`src/hw/rtl/sliding_window_category_histogram_assert.svh`:
```
`ifndef SLIDING_WINDOW_CATEGORY_HISTOGRAM_ASSERT_SVH
`define SLIDING_WINDOW_CATEGORY_HISTOGRAM_ASSERT_SVH

// Same-cycle implication, checked on every rising edge outside reset.
`define SWCH_ASSERT_NOW(label, ante, cons) \
    label: assert property (@(posedge aclk) disable iff (!aresetn) (ante) |-> (cons)) \
        else $error("swch: same-cycle check failed");

// Next-cycle implication, checked on every rising edge outside reset.
`define SWCH_ASSERT_NEXT(label, ante, cons) \
    label: assert property (@(posedge aclk) disable iff (!aresetn) (ante) |=> (cons)) \
        else $error("swch: next-cycle check failed");

`endif

```
`src/hw/rtl/swch_pkg.sv`:
```
package swch_pkg;

    localparam int WINDOW_DEPTH_DEF   = 256;
    localparam int NUM_CATEGORIES_DEF = 16;

    localparam int CAT_W       = 4;
    localparam int BIN_CNT_W   = 9;
    localparam int BIN_CNT_MAX = 511;

    localparam logic REQ_SAMPLE = 1'b0;
    localparam logic REQ_READ   = 1'b1;

    typedef enum logic [2:0] {
        ST_IDLE,
        ST_OLD_RD,
        ST_DEC,
        ST_NEW_RD,
        ST_INC,
        ST_BIN_RD,
        ST_BIN_OUT
    } swch_state_t;

endpackage

```
`src/hw/rtl/sliding_window_category_histogram.sv`:
```
// Sample word: accepted in ST_IDLE, then the count update steps through ST_OLD_RD,
// ST_DEC, ST_NEW_RD and ST_INC, using one shared +/-1 unit and a single-port
// count memory; s_ready returns when the update is done. Read word: per category,
// a count memory read (ST_BIN_RD), then the result word held until taken (ST_BIN_OUT).
// Reset clears the write position, the wrap flag and the count valid bits at
// once; no clearing pass runs and the block is ready as soon as reset is released.
module sliding_window_category_histogram
    import swch_pkg::*;
#(
    parameter int WINDOW_DEPTH   = WINDOW_DEPTH_DEF,
    parameter int NUM_CATEGORIES = NUM_CATEGORIES_DEF
) (
    input  logic                 aclk,
    input  logic                 aresetn,
    input  logic                 s_valid,
    output logic                 s_ready,
    input  logic                 s_req_type,
    input  logic [CAT_W-1:0]     s_category,
    output logic                 m_valid,
    input  logic                 m_ready,
    output logic [CAT_W-1:0]     m_bin_index,
    output logic [BIN_CNT_W-1:0] m_bin_count,
    output logic                 m_last_bin
);

    `include "sliding_window_category_histogram_assert.svh"

    localparam int CNT_W = $clog2(WINDOW_DEPTH + 1);
    localparam int PW    = $clog2(WINDOW_DEPTH);
    localparam int AW    = (NUM_CATEGORIES > 1) ? $clog2(NUM_CATEGORIES) : 1;
    localparam logic [PW-1:0] POS_LAST = PW'(WINDOW_DEPTH - 1);
    localparam logic [AW-1:0] BIN_LAST = AW'(NUM_CATEGORIES - 1);

    swch_state_t state_reg, state_next;

    logic [PW-1:0]    wr_pos_reg, wr_pos_next;
    logic             wrapped_reg, wrapped_next;
    logic [CAT_W-1:0] new_cat_reg, new_cat_next;
    logic [CAT_W-1:0] old_cat_reg, old_cat_next;
    logic [AW-1:0]    bin_reg, bin_next;

    logic [CAT_W-1:0] ring_mem [WINDOW_DEPTH];
    logic [CAT_W-1:0] ring_rd_reg;
    logic             ring_we;

    logic             cnt_rd_en;
    logic             cnt_wr_en;
    logic [AW-1:0]    cnt_addr;
    logic [CNT_W-1:0] cnt_wdata;
    logic [CNT_W-1:0] cnt_rdata;
    logic [CNT_W-1:0] cnt_delta;
    logic             step_up;
    logic [31:0]      cnt_wide;
    logic [31:0]      bin_wide;
    logic [CAT_W-1:0] cat_mapped;

    // Codes outside the category range are recorded as the empty category.
    assign cat_mapped = (32'(s_category) < 32'(NUM_CATEGORIES)) ? s_category : '0;

    always_ff @(posedge aclk) begin
        if (ring_we) begin
            ring_mem[wr_pos_reg] <= new_cat_reg;
        end
        ring_rd_reg <= ring_mem[wr_pos_reg];
    end

    // Shared unit: one +1/-1 step on the count just read; a zero never
    // goes below zero.
    assign step_up   = (state_reg == ST_INC);
    assign cnt_delta = step_up ? CNT_W'(1) :
                       ((cnt_rdata != '0) ? '1 : '0);
    assign cnt_wdata = cnt_rdata + cnt_delta;

    swch_cnt_ram #(
        .WINDOW_DEPTH   (WINDOW_DEPTH),
        .NUM_CATEGORIES (NUM_CATEGORIES)
    ) u_cnt_ram (
        .aclk    (aclk),
        .aresetn (aresetn),
        .rd_en   (cnt_rd_en),
        .wr_en   (cnt_wr_en),
        .addr    (cnt_addr),
        .wdata   (cnt_wdata),
        .rdata   (cnt_rdata)
    );

    always_ff @(posedge aclk) begin
        if (!aresetn) begin
            state_reg   <= ST_IDLE;
            wr_pos_reg  <= '0;
            wrapped_reg <= 1'b0;
            bin_reg     <= '0;
        end else begin
            state_reg   <= state_next;
            wr_pos_reg  <= wr_pos_next;
            wrapped_reg <= wrapped_next;
            bin_reg     <= bin_next;
        end
    end

    always_ff @(posedge aclk) begin
        new_cat_reg <= new_cat_next;
        old_cat_reg <= old_cat_next;
    end

    always_comb begin
        state_next   = state_reg;
        wr_pos_next  = wr_pos_reg;
        wrapped_next = wrapped_reg;
        bin_next     = bin_reg;
        new_cat_next = new_cat_reg;
        old_cat_next = old_cat_reg;
        ring_we      = 1'b0;
        cnt_rd_en    = 1'b0;
        cnt_wr_en    = 1'b0;
        cnt_addr     = bin_reg;
        s_ready      = 1'b0;
        m_valid      = 1'b0;
        case (state_reg)
            ST_IDLE: begin
                s_ready = 1'b1;
                if (s_valid) begin
                    new_cat_next = cat_mapped;
                    bin_next     = '0;
                    state_next   = (s_req_type == REQ_READ) ? ST_BIN_RD : ST_OLD_RD;
                end
            end
            ST_OLD_RD: begin
                // Until the ring has wrapped once, the slot still holds its
                // reset value.
                old_cat_next = wrapped_reg ? ring_rd_reg : '0;
                cnt_rd_en    = 1'b1;
                cnt_addr     = AW'(32'(old_cat_next));
                ring_we      = 1'b1;
                if (wr_pos_reg == POS_LAST) begin
                    wr_pos_next  = '0;
                    wrapped_next = 1'b1;
                end else begin
                    wr_pos_next = wr_pos_reg + PW'(1);
                end
                state_next = ST_DEC;
            end
            ST_DEC: begin
                cnt_wr_en  = 1'b1;
                cnt_addr   = AW'(32'(old_cat_reg));
                state_next = ST_NEW_RD;
            end
            ST_NEW_RD: begin
                cnt_rd_en  = 1'b1;
                cnt_addr   = AW'(32'(new_cat_reg));
                state_next = ST_INC;
            end
            ST_INC: begin
                cnt_wr_en  = 1'b1;
                cnt_addr   = AW'(32'(new_cat_reg));
                state_next = ST_IDLE;
            end
            ST_BIN_RD: begin
                cnt_rd_en  = 1'b1;
                state_next = ST_BIN_OUT;
            end
            ST_BIN_OUT: begin
                m_valid = 1'b1;
                if (m_ready) begin
                    if (bin_reg == BIN_LAST) begin
                        state_next = ST_IDLE;
                    end else begin
                        bin_next   = bin_reg + AW'(1);
                        state_next = ST_BIN_RD;
                    end
                end
            end
            default: begin
                state_next = ST_IDLE;
            end
        endcase
    end

    // The result word is held in the count read register while it waits.
    assign cnt_wide    = 32'(cnt_rdata);
    assign bin_wide    = 32'(bin_reg);
    assign m_bin_count = (cnt_wide > 32'(BIN_CNT_MAX)) ? BIN_CNT_W'(BIN_CNT_MAX)
                                                       : BIN_CNT_W'(cnt_wide);
    assign m_bin_index = CAT_W'(bin_wide);
    assign m_last_bin  = (bin_reg == BIN_LAST);

    `SWCH_ASSERT_NOW(a_one_side_open, s_ready, !m_valid)
    `SWCH_ASSERT_NEXT(a_last_frees_input, m_valid && m_ready && m_last_bin, s_ready)
    `SWCH_ASSERT_NEXT(a_read_starts_at_zero, s_valid && s_ready && (s_req_type == REQ_READ),
                      (state_reg == ST_BIN_RD) && (bin_reg == '0))
    `SWCH_ASSERT_NEXT(a_pos_steps_once, state_reg == ST_OLD_RD,
                      (wr_pos_reg == (($past(wr_pos_reg) == POS_LAST) ? '0 :
                                      $past(wr_pos_reg) + PW'(1))))

endmodule

```
`src/hw/rtl/swch_cnt_ram.sv`:
```
module swch_cnt_ram
    import swch_pkg::*;
#(
    parameter int WINDOW_DEPTH   = WINDOW_DEPTH_DEF,
    parameter int NUM_CATEGORIES = NUM_CATEGORIES_DEF,
    localparam int CNT_W = $clog2(WINDOW_DEPTH + 1),
    localparam int AW    = (NUM_CATEGORIES > 1) ? $clog2(NUM_CATEGORIES) : 1
) (
    input  logic             aclk,
    input  logic             aresetn,
    input  logic             rd_en,
    input  logic             wr_en,
    input  logic [AW-1:0]    addr,
    input  logic [CNT_W-1:0] wdata,
    output logic [CNT_W-1:0] rdata
);

    logic [CNT_W-1:0]          cnt_mem [NUM_CATEGORIES];
    logic [CNT_W-1:0]          mem_q_reg;
    logic                      hit_valid_reg;
    logic                      hit_zero_reg;
    logic [NUM_CATEGORIES-1:0] valid_reg;
    logic [NUM_CATEGORIES-1:0] valid_next;

    always_ff @(posedge aclk) begin
        if (wr_en) begin
            cnt_mem[addr] <= wdata;
        end
        if (rd_en) begin
            mem_q_reg <= cnt_mem[addr];
        end
    end

    always_comb begin
        valid_next = valid_reg;
        if (wr_en) begin
            valid_next[addr] = 1'b1;
        end
    end

    // An entry never written reads as its reset value: the whole window for
    // category zero and nothing for every other category.
    always_ff @(posedge aclk) begin
        if (!aresetn) begin
            valid_reg     <= '0;
            hit_valid_reg <= 1'b0;
            hit_zero_reg  <= 1'b0;
        end else begin
            valid_reg <= valid_next;
            if (rd_en) begin
                hit_valid_reg <= valid_reg[addr];
                hit_zero_reg  <= (addr == '0);
            end
        end
    end

    assign rdata = hit_valid_reg ? mem_q_reg :
                   (hit_zero_reg ? CNT_W'(WINDOW_DEPTH) : '0);

endmodule

```
`config.mk`:
```
export PLATFORM = sky130hd
export DESIGN_NAME = sliding_window_category_histogram
export DESIGN_NICKNAME = d
export VERILOG_FILES = /design/src/hw/rtl/swch_pkg.sv /design/src/hw/rtl/sliding_window_category_histogram.sv /design/src/hw/rtl/swch_cnt_ram.sv
export VERILOG_INCLUDE_DIRS = /design/src /design/src/hw/rtl
export SDC_FILE = /design/constraint.sdc
export NUM_CORES = 1
export LEC_CHECK = 0
export BUFFER_PORTS_ARGS = -buffer_cell sky130_fd_sc_hd__buf_2
export CELL_PAD_IN_SITES_DETAIL_PLACEMENT = 1
export CELL_PAD_IN_SITES_GLOBAL_PLACEMENT = 1
export CORE_ASPECT_RATIO = 1.75
export CORE_MARGIN = 8
export CORE_UTILIZATION = 50
export CTS_CLUSTER_DIAMETER = 30
export DETAILED_ROUTE_END_ITERATION = 10
export GPL_ROUTABILITY_DRIVEN = 1
export PLACE_DENSITY = 0.79
export SLEW_MARGIN = 20
export SYNTH_ARGS = -nofsm -noshare
export SYNTH_HDL_FRONTEND = slang
export SYNTH_SLANG_ARGS = --single-unit
```
`constraint.sdc`:
```
create_clock -name aclk -period 7.4 [get_ports aclk]
set_input_delay 1.48 -clock aclk [delete_from_list [all_inputs] [get_ports aclk]]
set_output_delay 1.48 -clock aclk [all_outputs]
set_load 0.05 [all_outputs]
```
Yosys cells after proc, flatten, opt, wreduce, memory -nomap -nowiden:

Memory sizes are Yosys's and may differ from the RTL's. A register that Yosys moved wholly into a read port is not among the register bits.
Cells that the tools add are included.

* bitwise operators: 1
* magnitude comparators: 3
* equal/unequal tests: 11
* mux-type cells: 30
* add/subtract/negate cells: 3
* reductions and logical operators: 12

Operators with widths (count)
* $mux W9: 5
* $pmux W3 S6: 1
* $mux W4: 4
* $or A16 B16 Y16: 1
* $mux W3: 4
* $pmux W4 S3: 1
* $mux W1: 11
* $add A9 B9 Y9: 1
* $eq A3 B3 Y1 const B: 3
* $gt A9 B9 Y1 const B: 1
* $reduce_bool A9 Y1: 1
* $add A8 B1 Y8 const B: 1
* $eq A8 B8 Y1 const B: 1
* $mux W8: 1
* $pmux W4 S2: 1
* $eq A3 B2 Y1 const B: 2
* $ne A2 B2 Y1 const B: 3
* $reduce_and A2 Y1: 3
* $lt A4 B5 Y1 const B: 1
* $add A4 B1 Y4 const B: 1
* $bmux W1 S4: 1
* $demux W1 S4: 1
* $eq A4 B4 Y1 const B: 1
* $ge A4 B1 Y1 const B: 1
* 8 further kinds: 9

* bits in writable memories: 1168
* memories kept: 2
* output and inout bits: 16
* word-level logic and storage cells: 71
* register bits: 42
* bits of input ports: 9

Memory list
* ring_mem: depth 256, bits a word 4, rd ports 1, clocked after Yosys merged registers in 1, write ports 1, line sliding_window_category_histogram.sv:42 `logic [CAT_W-1:0] ring_mem [WINDOW_DEPTH];`
* u_cnt_ram.cnt_mem: depth 16, bits a word 9, rd ports 1, clocked after Yosys merged registers in 1, write ports 1, line swch_cnt_ram.sv:18 `logic [CNT_W-1:0] cnt_mem [NUM_CATEGORIES];`

Longest topological paths before layout:

Gate-level depths: netlist (run 1).

* depth after elaboration: 8
* mapped depth: 14

Modules after synthesis:

From an unflattened synthesis (run 1), not the netlist that was laid out.

* cell total of the unflattened synthesis: 2430
* area total of the unflattened synthesis: 48127.4 um^2

Modules (own cells, without submodules)
* sliding_window_category_histogram: instances 1, cells each 2133, area an instance 41517.3 um^2
* swch_cnt_ram: instances 1, cells each 297, area an instance 6610.1 um^2

Worst setup path before layout (run 1):

OpenSTA, ideal clock, no wires.

* kind: register to register
* start: register new_cat_reg[1]
* end: memory u_cnt_ram.cnt_mem[10][0] (netlist bit) (enable)
* buffers on the path: 2
* setup time: 0.376 ns
* cell stages (with the launch flop): 9
* arrival: 5.391 ns
* path slack: 1.633 ns
* period minus slack after synthesis: 5.767 ns
* cell sequence: edfxtp_1 -> a21boi_0 -> a221oi_1 -> o22ai_2 -> buf_2 -> buf_2 -> nor2_1 -> nand2_1 -> nor2_1

* cells in the longest elaborated chain, start to end: 1

Ends and longest elaborated chain
* start: declaration: line sliding_window_category_histogram.sv:38 `logic [CAT_W-1:0] new_cat_reg, new_cat_next;`
* start signal: assignment: line sliding_window_category_histogram.sv:102 `new_cat_reg <= new_cat_next;`
* $pmux W4 S3: line sliding_window_category_histogram.sv:119 `case (state_reg)`
* end: declaration: line swch_cnt_ram.sv:18

No other way between the ends.

==> metrics, run 1 <==
run status finished clean; PwrDens between 300 and 400 mW/mm²; portion of the post-synthesis area used by sequential elements 0.748; relative max-transition margin 0.171; Synth Net Count between 2000 and 2500; CP Max Fanout 96; share of layout cells above drive strength 1 0.267; DRC violation total after the first TritonRoute iteration 2307; worst hold slack 0.486 ns; cell area after placement roughly 0.05 mm²; Leak 16.7 nW; max frequency 230 MHz; library cells used by synthesis 58; library cell occupying the most area in the post-synthesis netlist edfxtp_1; remaining routing DRC violations 0; detailed-route wire length per cell between 30 and 40 µm; category of cells accounting for the largest share of critical-path delay multiplexers; final wirelength 126000 µm; top_reg_cell synth edfxtp_1; crit path kind reg2reg; initial cell density of the core 0.503; final worst-path cycle share 0.588; antenna viol nets, final 0; cell with the largest stage delay on the worst path dfxtp_4; final instance area about 0.055 mm²; Cell Count, Final, Fillers Out 3876; IR Drop Worst-Case VDD 0.212 mV; share of the synthesized area in the top cell type 0.733; via count of the first global-routing pass roughly 27000; final setup margin 3.05 ns; Syn Inst Count 2388; library cell appearing most often on the critical path mux4_2; count of yosys warnings during synthesis 0; area delta synth->final 13.1%; Final Power 16.7 mW; dpl cells 3624; number of flip-flops in the largest register 1024; routed vias/inst approximately 6.3; Reg clk slew, reported paths 0.07 ns; nature of the critical path startpoint register; register bit count reported by yosys 1223; Final HPWL DP 76200 µm; Post-Synthesis Cell Area 0.0486 mm²; critical path arrival roughly 5 ns; CTS Hold Buffers Added 0; weighted congestion reported at the end of routability-driven placement 0.841; mean instance size in the synthesized netlist just over 20 µm²; count of max-cap constraint violations 0; Pre-antenna DRT Iters 5; cell types with the largest area share after synthesis edfxtp_1, mux4_2, nor2_1; unrepaired setup endpoints after global routing no; most common cell in the netlist edfxtp_1; Worst-Skew Late Latency between 0.7 and 0.8 ns; number of enable-type register cells in the synthesized netlist 1185; largest net degree at the start of global routing 200; Core Rows 151; class of the tightest hold or removal check reg2reg; count of H-tree levels built during CTS 4; number of max-slew violations in the final report 0; final core occ 0.569; shortest clock period the worst path allows after layout about 4.4 ns; remaining global-route overflow 0; Total Neg Setup Slack 0 ns; async set or reset register ratio after synthesis 0; kind of end point of the critical path register; maximum clock skew at final layout 0.0264 ns; commonest cells in the synthesized netlist edfxtp_1, mux4_2, nor2_1; final hold violation count 0; overall via count from detail_route 24200; required time reported for the critical path endpoint 8.03 ns; global-route wire length before repair 183000 µm; number of clock buffers inserted by TritonCTS 137; final setup vio count 0; clock net sink count roughly 1200; maximum number of buffers from clock root to sink 3; post-CTS setup repair buffer count 0; horizontal die dimension 252 µm; overall track demand over capacity in global routing 0.234; CTS-repair resized insts 0; Die ar. roughly 0.11 mm²; port bufs 24; Clock Tree Root clkbuf_16; stage delay of the slowest cell on the critical path 0.84 ns; number of antenna violations at the first check in global routing 2; clock tree from TritonCTS done; total buffers and inverters traversed by the critical path 1; setup slack after placement 3.09 ns; Worst-Margin Slew about 1.2 ns; I/O pin count 25; Final Net Count roughly 2500; Cell Chain, Critical Path buf_12 > mux4_2 > mux4_2 > nor2b_1 > nor4_2 > nand4_1 > a311o_1; core outline area between 0.09 and 0.1 mm²; Vert. Die Dim 428 µm
[placed cells by master (no fill, tap or decap), types with 4 or more instances in the layout]
cell and n:
buf_12 7, nand3_1 26, edfxtp_1 1185, nand2b_1 8, nand2_1 38, clkinv_1 11, buf_2 24, a211oi_1 11
and2_1 25, o21bai_1 4, buf_4 50, inv_8 7, xnor2_1 9, clkbuf_16 137, dfxtp_4 4, nand3b_1 4
xor2_1 5, dfxtp_1 34, o21a_1 17, a21oi_1 23, clkinvlp_4 11, nor2b_1 38, o21ai_0 11, inv_6 25
ha_1 13, bufinv_16 15, clkinv_8 10, clkinv_2 12, nand4_1 10, inv_1 23, clkinv_4 9, clkbuf_1 11
mux2i_1 30, a21boi_0 4, nor4_1 6, o22ai_1 9, nor3_1 12, nor2_1 289, mux4_2 355
[path summary, 6_finish.rpt]
kind / slack (ns) / endpoint / cells past startpoint / from
max: 3.05 / ring_rd_reg[1]$_DFF_P_ / 7 / wr_pos_reg[0]$_SDFFE_PN0P_
min: 0.49 / u_cnt_ram.valid_reg[3]$_SDFFE_PN0N_ / 1 / u_cnt_ram.valid_reg[3]$_SDFFE_PN0N_
max reg2reg: 3.05 / ring_rd_reg[1]$_DFF_P_ / 7 / wr_pos_reg[0]$_SDFFE_PN0P_
min reg2reg: 0.49 / u_cnt_ram.valid_reg[3]$_SDFFE_PN0N_ / 1 / u_cnt_ram.valid_reg[3]$_SDFFE_PN0N_
[cells by family (layout without fill, tap and decap cells)]
kind of cell,Yosys count,after routing,share of synthesized area
other,0,2,0
DFF,1223,1223,0.748
adders and majority gates,14,14,0.00376
and+or+nand+nor,470,470,0.0429
AOI/OAI and AO/OA,107,107,0.0151
muxes,386,386,0.171
buffers and inverters,172,358,0.0159
xor gates and xnor gates,16,16,0.00289
[layout make-up]
type / count / area [µm²]
fillers: 8170 / 41600
multi-input cells: 993 / 11500
diodes: 2 / 5.00
repair buffers: 84 / 669
clock buffers: 149 / 3480
inverters: 24 / 90.1
clock inverters: 101 / 1210
well taps: 1300 / 1630
flip-flops and latches: 1223 / 36400
[metal layers]
metal | vias to the layer above | global-route usage | wire length, µm
li1 | 9881 | - | -
met1 | 12800 | 0.249 | 40900
met2 | 1169 | 0.422 | 68500
met3 | 366 | 0.0370 | 7370
met4 | 0 | 0.159 | 9030
met5 | - | 0 | 0
[power by group]
part,leakage [nW],switching (mW),total [mW],internal (mW)
clock,2.27,2.94,6.98,4.04
combinational,3.42,1.04,1.68,0.640
sequential,11.0,0.0722,8.01,7.94
(Power assumes the default switching activity.)
==> inputs of run 2 (changes only) <==
ABC_AREA = 1   (was unset)
CORE_UTILIZATION = 47   (was 50)
PLACE_DENSITY = 0.83   (was 0.79)
clock period = 3.7 ns   (was 7.4 ns; I/O delays follow)
==> run 2 against run 1 <==
First-iteration DRC count is 63% higher. Largest cell class unchanged. Via count is 45% higher. Critical path type unchanged. Die area is 8.0% higher. Largest power group unchanged. Highest routed layer unchanged. Routed wire length up 29%. Critical path depth increased by 10. Sequential power grew 120%. Combinational power rose to 8.2 times the previous value. Maximum frequency rose by 23%. Core utilization down 2.8 points.
==> metrics, run 2 <==
run status finished clean; PwrDens 810 mW/mm² (+170%); stage delay of the slowest cell on the critical path 0.50 ns (-0.34 ns); number of antenna violations at the first check in global routing 7 (+5); required time reported for the critical path endpoint 4.13 ns (-3.90 ns); Worst-Margin Slew 1.15 ns (-0.0957 ns); final instance area 0.0566 mm² (+3.0%); DRC violation total after the first TritonRoute iteration 3751 (+63%); Die ar. 0.116 mm² (+8.0%); library cell appearing most often on the critical path nand2_1; Cell Count, Final, Fillers Out 5738 (+48%); number of max-slew violations in the final report 0 (unchanged); leading cell type in the layout, fill and taps excluded edfxtp_1; relative max-transition margin 0.235 (+0.0638); CTS Hold Buffers Added 0 (unchanged); class of the tightest hold or removal check in2reg; portion of the post-synthesis area used by sequential elements 0.734 (-0.0144); Leak 19.2 nW (+15%); library cells used by synthesis 41 (-29%); final hold violation count 0 (unchanged); final worst-path cycle share 0.955 (+0.367); global-route wire length before repair 238000 µm (+30%); worst hold slack 0.187 ns (-0.299 ns); Synth Net Count 4245 (+76%); Final Net Count 4286 (+72%); number of clock buffers inserted by TritonCTS 141 (+2.9%); count of H-tree levels built during CTS 4 (unchanged); Reg-to-Reg Start u_cnt_ram.hit_valid_reg$_SDFFE_PN0P_; startpoint of the most critical setup path u_cnt_ram.hit_valid_reg$_SDFFE_PN0P_; worst reg-to-reg setup slack 0.17 ns (-2.88 ns); I/O pin count 25 (unchanged); Core Rows 157 (+4.0%); most common cell in the netlist edfxtp_1; horizontal die dimension 261 µm (+3.9%); number of enable-type register cells in the synthesized netlist 1185 (unchanged); share of the synthesized area in the top cell type 0.719 (-0.0141); clock net sink count 1223 (unchanged); logic depth of the worst path, buffers included 17 (+10); dpl cells 5469 (+51%); Total Neg Setup Slack 0 ns (unchanged); setup slack after placement -0.264 ns (-3.35 ns); maximum number of buffers from clock root to sink 3 (unchanged); Critical R2R Capture u_cnt_ram.cnt_mem[11][8]$_DFFE_PP_; nature of the critical path startpoint register; weighted congestion reported at the end of routability-driven placement 0.850 (+1.1%); port bufs 24 (unchanged); routed vias/inst 6.12 (-2.2%); number of flip-flops in the largest register 1024 (unchanged); overall via count from detail_route 35100 (+45%); initial cell density of the core 0.474 (-0.0292); clock tree from TritonCTS done; Post-Synthesis Cell Area 0.0495 mm² (+2.0%); remaining routing DRC violations 0 (unchanged); Clock Tree Root clkbuf_16; most frequent cells in the layout edfxtp_1, nor2_1, nand2_1, o21ai_0, o22ai_1; Cell Chain, Critical Path nand2_1 > inv_1 > nor4_2 > nand4_1 > inv_1 > nand2_1 > ha_1 > fa_1 > nand3_1 > nand3_1 > nand2_1 > nand2_1 > a21oi_2 > o21ai_0 > a21oi_2 > buf_4 > xnor2_4; mean instance size in the synthesized netlist 11.7 µm² (-42%); antenna viol nets, final 0 (unchanged); largest net degree at the start of global routing 235 (+18%); critical path arrival 3.96 ns (-1.02 ns); maximum clock skew at final layout 0.0229 ns (-0.00343 ns); kind of end point of the critical path register; remaining global-route overflow 0 (unchanged); Vert. Die Dim 445 µm (+4.0%); final setup margin 0.168 ns (-2.88 ns); via count of the first global-routing pass 38200 (+44%); core outline area 0.105 mm² (+8.2%); top_reg_cell synth edfxtp_1; share of layout cells above drive strength 1 0.102 (-0.164); CP Max Fanout 8 (-92%); Reg clk slew, reported paths 0.06 ns (about the same); final setup vio count 0 (unchanged); crit path kind reg2reg; library cell occupying the most area in the post-synthesis netlist edfxtp_1; async set or reset register ratio after synthesis 0 (unchanged); reg2reg path depth 17 (+10); count of max-cap constraint violations 0 (unchanged); category of cells accounting for the largest share of critical-path delay simple AND/OR/NAND/NOR gates; timing endpoint of the critical path u_cnt_ram.cnt_mem[11][8]$_DFFE_PP_; count of yosys warnings during synthesis 0 (unchanged); cell area after placement 0.0516 mm² (+2.6%); Pre-antenna DRT Iters 5 (unchanged); commonest cells in the synthesized netlist edfxtp_1, nor2_1, nand2_1; register bit count reported by yosys 1223 (unchanged); total buffers and inverters traversed by the critical path 3 (+2); cell types with the largest area share after synthesis edfxtp_1, nor2_1, o21ai_0; unrepaired setup endpoints after global routing no; area delta synth->final 14.2%; overall track demand over capacity in global routing 0.273 (+0.0395); max frequency 283 MHz (+23%); Syn Inst Count 4222 (+77%); final wirelength 162000 µm (+29%); Worst-Skew Late Latency 0.75 ns (about the same); cell with the largest stage delay on the worst path fa_1; IR Drop Worst-Case VDD 0.405 mV (+91%); hold path startpoint s_category[2]; shortest clock period the worst path allows after layout 3.53 ns (-0.819 ns); detailed-route wire length per cell 28.2 µm (-13%); Final HPWL DP 95300 µm (+25%)
run 2: cell types whose count changed after synthesis, sizes merged, moves of 54 or more:
cell	change
clkbuf	+78
inv	+93
mux4	-355
nand2	+610
nand4	+54
nor2	+717
o21ai	+560
o22ai	+187
run 2: worst min-delay path by stage:
| stage | to | slack [ns] | depth (start not counted) |
|---|---|---|---|
| after floorplan | u_cnt_ram.valid_reg[0]$_SDFFE_PN0N_ | 0.44 | 2 |
| after global placement | u_cnt_ram.valid_reg[0]$_SDFFE_PN0N_ | 0.45 | 2 |
| after detailed placement | u_cnt_ram.valid_reg[12]$_SDFFE_PN0N_ | 0.46 | 2 |
| after CTS | new_cat_reg[2]$_DFFE_PP_ | 0.15 | 1 |
| after global routing | new_cat_reg[2]$_DFFE_PP_ | 0.18 | 1 |
| final | new_cat_reg[2]$_DFFE_PP_ | 0.19 | 1 |
run 2: metal layers:
layer | track usage | vias up | share of wire
met5 | 0 | - | 0
met4 | 0.218 | 0 | 0.087
met3 | 0.0502 | 680 | 0.065
met2 | 0.485 | 1711 | 0.52
met1 | 0.279 | 17700 | 0.33
li1 | - | 15000 | -
run 2: report_power, final:
part | internal (mW) | switching (mW) | total [mW]
sequential | 17.3 | 0.240 | 17.5
combinational | 3.40 | 10.4 | 13.8
clock | 8.43 | 6.06 | 14.5
run 2: what timing repair did:
action | in CTS | in global routing
buffers inserted | 0 | 1
cloned | 0 | 1
pin swaps | 0 | 5
setup endpoints to repair | 55 | 32
gates resized for setup | 5 | 4
run 2: cell type report:
| cell class | instances | area [µm²] |
|---|---|---|
| Fill cell | 10600 | 47900 |
| Clock buffer | 160 | 3810 |
| Multi-Input combinational cell | 2629 | 11900 |
| Tap cell | 1351 | 1690 |
| Antenna cell | 7 | 17.5 |
| Clock inverter | 100 | 1060 |
| Timing Repair Buffer | 146 | 1280 |
| Inverter | 122 | 472 |
| Sequential cell | 1223 | 36400 |
run 2: through the flow:
stage	power, mW	util
floorplan	25.9	-
global placement	30.0	0.493
detailed placement	30.8	0.493
CTS	45.5	0.540
global route	47.3	0.541
finish	45.8	0.541
run 2: cells by family (layout without fill, tap and decap cells):
group | after synthesis | in the layout | synth area share
flip-flops | 1223 | 1223 | 0.734
buffers and inverters | 371 | 528 | 0.0304
other | 0 | 7 | 0
AND/OR/NAND/NOR | 1769 | 1769 | 0.140
adder cells (fa/ha/maj) | 14 | 14 | 0.00369
XOR/XNOR | 8 | 9 | 0.00141
AO/OA/AOI/OAI | 837 | 837 | 0.0902
run 2: worst register-to-register path, cell delays in order (launching register included):
cell and delay (ns):
dfxtp_2 0.37, nand2_1 0.09, inv_1 0.08, nor4_2 0.33, nand4_1 0.16, inv_1 0.08
nand2_1 0.05, ha_1 0.25, fa_1 0.50, nand3_1 0.13, nand3_1 0.13, nand2_1 0.14
nand2_1 0.09, a21oi_2 0.22, o21ai_0 0.14, a21oi_2 0.15, buf_4 0.18, xnor2_4 0.13
